## src/rtl/ssc_pkg.sv

```systemverilog
// ----------------------------------------------------------------------------
// ssc_pkg: shared types and constants for the strip chart plotter
// Command and response words, opcodes and the row operation codes.
// ----------------------------------------------------------------------------
`default_nettype none

package ssc_pkg;

    localparam int COUNT_W    = 16;
    localparam int SEL_W      = 4;
    localparam int ROW_OUT_W  = 64;
    localparam int COL_OUT_W  = 6;

    localparam logic [1:0] OP_SAMPLE = 2'd0;
    localparam logic [1:0] OP_PAGE   = 2'd1;
    localparam logic [1:0] OP_READ   = 2'd2;

    typedef struct packed {
        logic [1:0]         opcode;
        logic [COUNT_W-1:0] count_value;
        logic [SEL_W-1:0]   row_select;
    } cmd_t;

    typedef struct packed {
        logic [ROW_OUT_W-1:0] row_bits;
        logic [COL_OUT_W-1:0] plot_column;
        logic                 shown_page;
    } rsp_t;

    typedef enum logic [1:0] {
        ROW_ZERO,
        ROW_SHIFT,
        ROW_ERASE,
        ROW_PLOT
    } row_op_t;

endpackage

`default_nettype wire

```

## src/rtl/ssc_div.sv

```systemverilog
// ----------------------------------------------------------------------------
// ssc_div: quotient by a constant through repeated subtraction
// Subtract DIVIDER once per cycle until the remainder drops below it; a
// dividend at or above HEIGHT*DIVIDER saturates to HEIGHT at once. done
// pulses with the quotient.
// ----------------------------------------------------------------------------
`default_nettype none

module ssc_div #(
    parameter int DIVIDER = 2,
    parameter int HEIGHT  = 16
) (
    input  wire logic                        clk,
    input  wire logic                        rst_n,
    input  wire logic                        start,
    input  wire logic [ssc_pkg::COUNT_W-1:0] dividend,
    output logic                             done,
    output logic [ssc_pkg::COUNT_W-1:0]      quotient
);
    import ssc_pkg::*;

    localparam int LIMIT = HEIGHT * DIVIDER;

    logic               run_reg, run_next;
    logic               done_reg, done_next;
    logic [COUNT_W-1:0] q_reg, q_next;
    logic [COUNT_W-1:0] rem_reg, rem_next;
    logic               ge;

    always_comb
    begin
        ge        = (rem_reg >= COUNT_W'(DIVIDER));
        run_next  = run_reg;
        done_next = 1'b0;
        q_next    = q_reg;
        rem_next  = rem_reg;
        if (start)
        begin
            rem_next = dividend;
            q_next   = '0;
            if (dividend >= COUNT_W'(LIMIT))
            begin
                q_next    = COUNT_W'(HEIGHT);
                run_next  = 1'b0;
                done_next = 1'b1;
            end
            else
                run_next = 1'b1;
        end
        else if (run_reg)
        begin
            if (ge)
            begin
                rem_next = rem_reg - COUNT_W'(DIVIDER);
                q_next   = q_reg + 1'b1;
            end
            else
            begin
                run_next  = 1'b0;
                done_next = 1'b1;
            end
        end
    end

    always_ff @(posedge clk or negedge rst_n)
    begin
        if (!rst_n)
        begin
            run_reg  <= 1'b0;
            done_reg <= 1'b0;
        end
        else
        begin
            run_reg  <= run_next;
            done_reg <= done_next;
        end
    end

    always_ff @(posedge clk)
    begin
        q_reg   <= q_next;
        rem_reg <= rem_next;
    end

    assign done     = done_reg;
    assign quotient = q_reg;

endmodule

`default_nettype wire

```

## src/rtl/ssc_row.sv

```systemverilog
// ----------------------------------------------------------------------------
// ssc_row: row update unit
// Shift a row left with zero fill, erase or set one dot, or clear the row.
// ----------------------------------------------------------------------------
`default_nettype none

module ssc_row #(
    parameter int WIDTH = 64
) (
    input  wire ssc_pkg::row_op_t           row_op,
    input  wire logic [$clog2(WIDTH)-1:0]   col,
    input  wire logic [WIDTH-1:0]           row_in,
    output logic [WIDTH-1:0]                row_out
);
    import ssc_pkg::*;

    localparam logic [WIDTH-1:0] DOT_LEFT = {1'b1, {(WIDTH-1){1'b0}}};

    logic [WIDTH-1:0] dot;

    always_comb
    begin
        dot = DOT_LEFT >> col;
        unique case (row_op)
            ROW_SHIFT: row_out = row_in << 1;
            ROW_ERASE: row_out = row_in & ~dot;
            ROW_PLOT:  row_out = row_in | dot;
            default:   row_out = '0;
        endcase
    end

endmodule

`default_nettype wire

```

## src/rtl/scrolling_strip_chart_plotter.sv

```systemverilog
// ----------------------------------------------------------------------------
// scrolling_strip_chart_plotter: monochrome frame store with a line chart
// Samples plot a scaled count as a dot; a zero count advances the column, scrolling at the right edge.
// ----------------------------------------------------------------------------
// One command word is taken at a time; cmd_stall stays high until its
// response word is loaded. A sample that plots first finds level =
// count/DIVIDER by repeated subtraction (saturating at HEIGHT), then does
// one read-modify-write per touched row through the single-port frame
// memory: erase and plot for a nonzero count, the plot alone for a zero
// count, or all HEIGHT rows and the plot when a zero count scrolls at the
// last column, and then loads its response word. Ignored samples go
// straight to the response. No clearing pass runs after reset.
`default_nettype none

module scrolling_strip_chart_plotter #(
    parameter int WIDTH   = 64,
    parameter int HEIGHT  = 16,
    parameter int DIVIDER = 2
) (
    input  wire logic          clk,
    input  wire logic          rst_n,
    input  wire logic          cmd_valid,
    output logic               cmd_stall,
    input  wire ssc_pkg::cmd_t cmd,
    output logic               rsp_valid,
    input  wire logic          rsp_stall,
    output ssc_pkg::rsp_t      rsp
);
    import ssc_pkg::*;

    localparam int CW  = $clog2(WIDTH);
    localparam int RBW = $clog2(HEIGHT);
    localparam logic [WIDTH-1:0] DOT_LEFT = {1'b1, {(WIDTH-1){1'b0}}};

    typedef enum logic [3:0] {
        S_IDLE,
        S_DIV,
        S_SCROLL_RD,
        S_SCROLL_WR,
        S_ERASE_RD,
        S_ERASE_WR,
        S_PLOT_RD,
        S_PLOT_WR,
        S_CLEAR,
        S_READ_RD,
        S_READ_WR,
        S_DONE
    } state_t;

    state_t               state_reg, state_next;
    cmd_t                 cmd_reg, cmd_next;
    logic [RBW-1:0]       addr_reg, addr_next;
    logic [RBW-1:0]       tgt_row_reg, tgt_row_next;
    logic [RBW-1:0]       plot_row_reg, plot_row_next;
    logic [CW-1:0]        plot_col_reg, plot_col_next;
    logic [COUNT_W-1:0]   last_count_reg, last_count_next;
    logic                 page_reg, page_next;
    logic [ROW_OUT_W-1:0] bits_reg, bits_next;
    logic                 rsp_valid_reg, rsp_valid_next;
    rsp_t                 rsp_reg, rsp_next;

    logic [WIDTH-1:0]     frame_mem [HEIGHT];
    logic [HEIGHT-1:0]    vld_reg;
    logic                 vld_q_reg;
    logic [WIDTH-1:0]     mem_q_reg;
    logic [WIDTH-1:0]     row_rd;
    logic [WIDTH-1:0]     row_wdata;
    logic                 mem_we;
    row_op_t              row_op;

    logic                 div_start;
    logic                 div_done;
    logic [COUNT_W-1:0]   div_q;
    logic [RBW-1:0]       level_row;

    ssc_div #(
        .DIVIDER (DIVIDER),
        .HEIGHT  (HEIGHT)
    ) u_div (
        .clk      (clk),
        .rst_n    (rst_n),
        .start    (div_start),
        .dividend (cmd.count_value),
        .done     (div_done),
        .quotient (div_q)
    );

    ssc_row #(
        .WIDTH (WIDTH)
    ) u_row (
        .row_op  (row_op),
        .col     (plot_col_reg),
        .row_in  (row_rd),
        .row_out (row_wdata)
    );

    always_comb
    begin
        if (vld_q_reg)
            row_rd = mem_q_reg;
        else if (addr_reg == RBW'(HEIGHT - 1))
            row_rd = DOT_LEFT;
        else
            row_rd = '0;

        if (div_q >= COUNT_W'(HEIGHT))
            level_row = '0;
        else
            level_row = RBW'(HEIGHT - 1) - RBW'(div_q);

        mem_we = (state_reg == S_SCROLL_WR) || (state_reg == S_ERASE_WR) ||
                 (state_reg == S_PLOT_WR) || (state_reg == S_CLEAR);

        unique case (state_reg)
            S_SCROLL_WR: row_op = ROW_SHIFT;
            S_ERASE_WR:  row_op = ROW_ERASE;
            S_PLOT_WR:   row_op = ROW_PLOT;
            default:     row_op = ROW_ZERO;
        endcase
    end

    always_comb
    begin
        state_next      = state_reg;
        cmd_next        = cmd_reg;
        addr_next       = addr_reg;
        tgt_row_next    = tgt_row_reg;
        plot_row_next   = plot_row_reg;
        plot_col_next   = plot_col_reg;
        last_count_next = last_count_reg;
        page_next       = page_reg;
        bits_next       = bits_reg;
        rsp_next        = rsp_reg;
        rsp_valid_next  = rsp_valid_reg && rsp_stall;
        div_start       = 1'b0;

        unique case (state_reg)
            S_IDLE:
            begin
                if (cmd_valid)
                begin
                    cmd_next   = cmd;
                    bits_next  = '0;
                    state_next = S_DONE;
                    unique case (cmd.opcode)
                        OP_SAMPLE:
                        begin
                            if (!page_reg && cmd.count_value != last_count_reg)
                            begin
                                div_start  = 1'b1;
                                state_next = S_DIV;
                            end
                        end
                        OP_PAGE:
                        begin
                            page_next     = ~page_reg;
                            plot_col_next = '0;
                            addr_next     = '0;
                            state_next    = S_CLEAR;
                        end
                        OP_READ:
                        begin
                            if (cmd.row_select < HEIGHT)
                            begin
                                addr_next  = RBW'(cmd.row_select);
                                state_next = S_READ_RD;
                            end
                        end
                        default:
                        begin
                            state_next = S_DONE;
                        end
                    endcase
                end
            end
            S_DIV:
            begin
                if (div_done)
                begin
                    last_count_next = cmd_reg.count_value;
                    tgt_row_next    = level_row;
                    if (cmd_reg.count_value == '0)
                    begin
                        if (plot_col_reg < CW'(WIDTH - 1))
                        begin
                            plot_col_next = plot_col_reg + 1'b1;
                            addr_next     = level_row;
                            state_next    = S_PLOT_RD;
                        end
                        else
                        begin
                            addr_next  = '0;
                            state_next = S_SCROLL_RD;
                        end
                    end
                    else
                    begin
                        addr_next  = plot_row_reg;
                        state_next = S_ERASE_RD;
                    end
                end
            end
            S_SCROLL_RD:
            begin
                state_next = S_SCROLL_WR;
            end
            S_SCROLL_WR:
            begin
                if (addr_reg == RBW'(HEIGHT - 1))
                begin
                    addr_next  = tgt_row_reg;
                    state_next = S_PLOT_RD;
                end
                else
                begin
                    addr_next  = addr_reg + 1'b1;
                    state_next = S_SCROLL_RD;
                end
            end
            S_ERASE_RD:
            begin
                state_next = S_ERASE_WR;
            end
            S_ERASE_WR:
            begin
                addr_next  = tgt_row_reg;
                state_next = S_PLOT_RD;
            end
            S_PLOT_RD:
            begin
                plot_row_next = addr_reg;
                state_next    = S_PLOT_WR;
            end
            S_PLOT_WR:
            begin
                state_next = S_DONE;
            end
            S_CLEAR:
            begin
                if (addr_reg == RBW'(HEIGHT - 1))
                    state_next = S_DONE;
                else
                    addr_next = addr_reg + 1'b1;
            end
            S_READ_RD:
            begin
                state_next = S_READ_WR;
            end
            S_READ_WR:
            begin
                bits_next  = ROW_OUT_W'(row_rd) << (ROW_OUT_W - WIDTH);
                state_next = S_DONE;
            end
            S_DONE:
            begin
                if (!rsp_valid_reg || !rsp_stall)
                begin
                    rsp_next.row_bits    = bits_reg;
                    rsp_next.plot_column = COL_OUT_W'(plot_col_reg);
                    rsp_next.shown_page  = page_reg;
                    rsp_valid_next       = 1'b1;
                    state_next           = S_IDLE;
                end
            end
            default:
            begin
                state_next = S_IDLE;
            end
        endcase
    end

    always_ff @(posedge clk or negedge rst_n)
    begin
        if (!rst_n)
        begin
            state_reg      <= S_IDLE;
            addr_reg       <= '0;
            tgt_row_reg    <= '0;
            plot_row_reg   <= '0;
            plot_col_reg   <= '0;
            last_count_reg <= '0;
            page_reg       <= 1'b0;
            rsp_valid_reg  <= 1'b0;
        end
        else
        begin
            state_reg      <= state_next;
            addr_reg       <= addr_next;
            tgt_row_reg    <= tgt_row_next;
            plot_row_reg   <= plot_row_next;
            plot_col_reg   <= plot_col_next;
            last_count_reg <= last_count_next;
            page_reg       <= page_next;
            rsp_valid_reg  <= rsp_valid_next;
        end
    end

    always_ff @(posedge clk)
    begin
        cmd_reg  <= cmd_next;
        bits_reg <= bits_next;
        rsp_reg  <= rsp_next;
    end

    // Frame memory: one port, registered read.
    always_ff @(posedge clk)
    begin
        if (mem_we)
            frame_mem[addr_reg] <= row_wdata;
        mem_q_reg <= frame_mem[addr_reg];
    end

    always_ff @(posedge clk or negedge rst_n)
    begin
        if (!rst_n)
        begin
            vld_reg   <= '0;
            vld_q_reg <= 1'b0;
        end
        else
        begin
            if (mem_we)
                vld_reg[addr_reg] <= 1'b1;
            vld_q_reg <= vld_reg[addr_reg];
        end
    end

    assign cmd_stall = (state_reg != S_IDLE);
    assign rsp_valid = rsp_valid_reg;
    assign rsp       = rsp_reg;

    a_page_holds_count: assert property (@(posedge clk) disable iff (!rst_n)
        page_reg |=> $stable(last_count_reg))
        else $error("last count changed on blank page");

    a_div_done_in_div: assert property (@(posedge clk) disable iff (!rst_n)
        div_done |-> (state_reg == S_DIV))
        else $error("divider finished outside divide state");

    a_col_step: assert property (@(posedge clk) disable iff (!rst_n)
        !$stable(plot_col_reg) |->
            (plot_col_reg == '0 || plot_col_reg == $past(plot_col_reg) + 1'b1))
        else $error("plot column jumped");

    a_addr_range: assert property (@(posedge clk) disable iff (!rst_n)
        mem_we |-> (addr_reg < HEIGHT))
        else $error("frame write outside rows");

endmodule

`default_nettype wire
```

## config.mk

```make
export PLATFORM = sky130hd
export DESIGN_NAME = scrolling_strip_chart_plotter
export DESIGN_NICKNAME = d
export VERILOG_FILES = /design/src/rtl/ssc_pkg.sv /design/src/rtl/ssc_div.sv /design/src/rtl/ssc_row.sv /design/src/rtl/scrolling_strip_chart_plotter.sv
export SDC_FILE = /design/constraint.sdc
export NUM_CORES = 1
export LEC_CHECK = 0
export CORE_UTILIZATION = 60
export CTS_BUF_LIST = sky130_fd_sc_hd__clkbuf_4
export CTS_CLUSTER_SIZE = 8
export DETAILED_ROUTE_END_ITERATION = 7
export DONT_BUFFER_PORTS = 1
export GPL_ROUTABILITY_DRIVEN = 0
export GPL_TIMING_DRIVEN = 0
export MAX_ROUTING_LAYER = met4
export PLACE_DENSITY = 0.76
export SLEW_MARGIN = 20
export SYNTH_ARGS = -nofsm -noshare
export SYNTH_HDL_FRONTEND = slang
export SYNTH_SLANG_ARGS = --single-unit
export TNS_END_PERCENT = 30
```

## constraint.sdc

```tcl
create_clock -name clk -period 17.9 [get_ports clk]
set_clock_uncertainty 0.15 [all_clocks]
set_input_delay 0.895 -clock clk [delete_from_list [all_inputs] [get_ports clk]]
set_output_delay 0.895 -clock clk [all_outputs]
set_load 0.02 [all_outputs]
```

==> flow_summary.json <==
{
  "syn2layout_area_growth_pct": 15.6,
  "critical_path_class": "register to register",
  "grt_pass1_wl_um": 193000,
  "max_freq_mhz": 228,
  "synth_fp_nets": 2573,
  "fill_cells": 5028,
  "synth_top_area_cell": "edfxtp_1",
  "slew_headroom": 0.166,
  "cp_cell_sequence": "clkbuf_1, clkbuf_1, nand2_1, a21oi_1, a31oi_1, o22ai_1",
  "grt.met2_usage": 0.486,
  "post_synth_num_cell_types": 58,
  "setup_tns_ps": 0,
  "clock-sinks": 1329,
  "vias": 29200,
  "rrSetupSlack_ps": 13510,
  "cts_setup_buffers": 0,
  "fp.dieW_um": 294,
  "hold_class": "input pin to async pin",
  "cp_slowest_cell": "clkbuf_1",
  "muxShareOfSynthArea": 0.152,
  "slew_viol_final": 0,
  "clock_path_buffers": 4,
  "first_pass_iters": 8,
  "grt_util_met1": 0.421,
  "totalPowerFinal_mw": 9.37,
  "track_usage": 0.327,
  "worstMarginPinSlew_ps": 1250,
  "synth_area_leaders": "edfxtp_1 71%, mux4_2 14%, dfrtp_1 2.9%",
  "viasPerCell": 6.65,
  "r2r_end": "frame_mem[1][60]",
  "die_h_um": 294,
  "max-vdd-ir-drop_v": 0.0000771,
  "largest_reg_flops": 1024,
  "ant_nets": 0,
  "period_needed_ps": 4390,
  "core_um2": 84100,
  "crit_path_frequent_cell": "clkbuf_1",
  "grt_max_degree": 60,
  "placed_area_um2": 54400,
  "initial_core_util": 0.610,
  "synth_edf_count": 1206,
  "cts_buffers": 336,
  "drc": 22,
  "dieArea_um2": 86600,
  "clock-root-buffer": "clkbuf_4",
  "avgSynthCellArea_um2": 20.3,
  "violations": "DRC",
  "post_cts_resized": 0,
  "p_per_area_nw_per_um2": 158,
  "grt_pass1_vias": 29500,
  "rows": 106,
  "grt_setup_unrepaired": "no",
  "postSynthCellCount": 2530,
  "synth_top_area_frac": 0.707,
  "synth_top_family_by_area": "multiplexers",
  "timing.rr.start": "vld_q_reg",
  "antenna_found_initial": 5,
  "synth_compound_gate_area_share": 0.0295,
  "leakage_nw": 19.8,
  "setup-violations-final": 0,
  "holdBufCountCts": 25,
  "critPathMaxStageDelay_ps": 990,
  "synth.yosys.seq_area_share": 0.760,
  "wl_per_cell_um": 30.5,
  "holdWs_ps": 126,
  "gr-usage-met3": 0.106,
  "path_clk_slew_ps": 70,
  "final_nets": 3031,
  "cts_tree": "done",
  "cp_data_required_time_ps": 18510,
  "cp_max_fo": 16,
  "ys_seq_elements": 1329,
  "synthArstFlopShare": 0.0444,
  "cp-endpoint": "frame_mem[1][60]",
  "maxCapViolCount": 0,
  "layout_commonest_cell": "edfxtp_1",
  "yosys_warnings": 0,
  "drtIter0Drc": 4945,
  "design_area_um2": 59300,
  "reg2regPathDepth": 6,
  "syn_area_um2": 51300,
  "fin_crit_sh": 0.245,
  "layout_common_cells": "1206 x edfxtp_1, 497 x clkbuf_4, 325 x mux4_2",
  "cp.arrival_ps": 5000,
  "clk_latency_ps": 1190,
  "port_buffers": 0,
  "critPathCaptureType": "register",
  "drive_above_1_share": 0.342,
  "start_kind": "register",
  "outcome": "finished with violations",
  "hold_violations": 0,
  "synthAdderAreaFrac": 0.00415,
  "htree_levels": 5,
  "totalWireLength_um": 134000,
  "synth-simple-area-share": 0.0315,
  "ioPinCount": 99,
  "post-dp-hpwl_um": 84900,
  "overflow": 0,
  "top_usage_layer": "met2",
  "synth_xor_area_frac": 0.00718,
  "synthFlopType": "edfxtp_1",
  "startpoint": "vld_q_reg"
}
-- area by class of cell --
class / count / area [µm²] / area share
Sequential cell: 1329 / 39000 / 0.658
Tap cell: 1134 / 1420 / 0.0239
Multi-Input combinational cell: 1014 / 11900 / 0.202
Inverter: 24 / 90.1 / 0.00152
Timing Repair Buffer: 120 / 1830 / 0.0308
Clock buffer: 496 / 3720 / 0.0628
Buffer: 163 / 687 / 0.0116
Clock inverter: 98 / 569 / 0.00961
Antenna cell: 6 / 15.0 / 0.000253
-- power by group --
group,total (mW),leakage (nW),internal [mW],switching (mW)
sequential,4.17,12.5,4.00,0.174
clock,2.57,2.55,1.37,1.20
combinational,2.63,4.77,0.995,1.64
total,9.37,19.8,6.36,3.01
-- metal layers --
layer  vias to the layer above  wire (µm)
met4                         0       5640
met5                         -          0
met1                     14600      46600
met2                      2566      62900
li1                      11600          -
met3                       471      18700
-- synthesized netlist by cell type (all sizes together), types with 11 or more instances --
cell type,number
nor3,16
edfxtp,1206
o22ai,63
nor2,112
nand2,99
o21ai,16
mux2,36
xnor2,14
buf,54
dfxtp,64
and3,11
clkbuf,109
a31oi,64
a21oi,59
inv,24
xor2,28
ha,17
mux4,325
nand3,15
o31ai,11
dfrtp,59
and2,15
or2,18
nor4,23
-- how the worst min path moves through the flow --
stage	endpoint	slack [ps]	depth (start not counted)
after floorplan	rsp[10]	250	0
after global placement	rsp[47]	250	0
after detailed placement	rsp[44]	250	0
after CTS	last_count_reg[0]	20	2
after global routing	page_reg	100	4
final	vld_reg[10]	130	2
-- stage by stage --
step,cells,setup slack [ps],util
finish,4384,13510,0.705
global route,4380,13570,0.705
CTS,4376,13550,0.701
detailed placement,3757,13590,0.647
global placement,3664,4480,0.626
floorplan,2530,11310,-
-- kinds of logic (layout without fill, tap and decap cells) --
kind of cell / Yosys count / after routing
DFF: 1329 / 1329
AOI/OAI and AO/OA: 243 / 243
and+or+nand+nor: 342 / 342
buffers and inverters: 187 / 901
other: 0 / 6
adders and majority gates: 17 / 17
muxes: 370 / 370
xor gates and xnor gates: 42 / 42
-- critical path, delay by kind of cell, from the launching register on --
kind,cells,cell delay (ps)
compound gates,3,1230
buf+inv,2,1740
simple gates,1,440
flops,1,420
No activity file was read; power rests on OpenSTA's default activity.
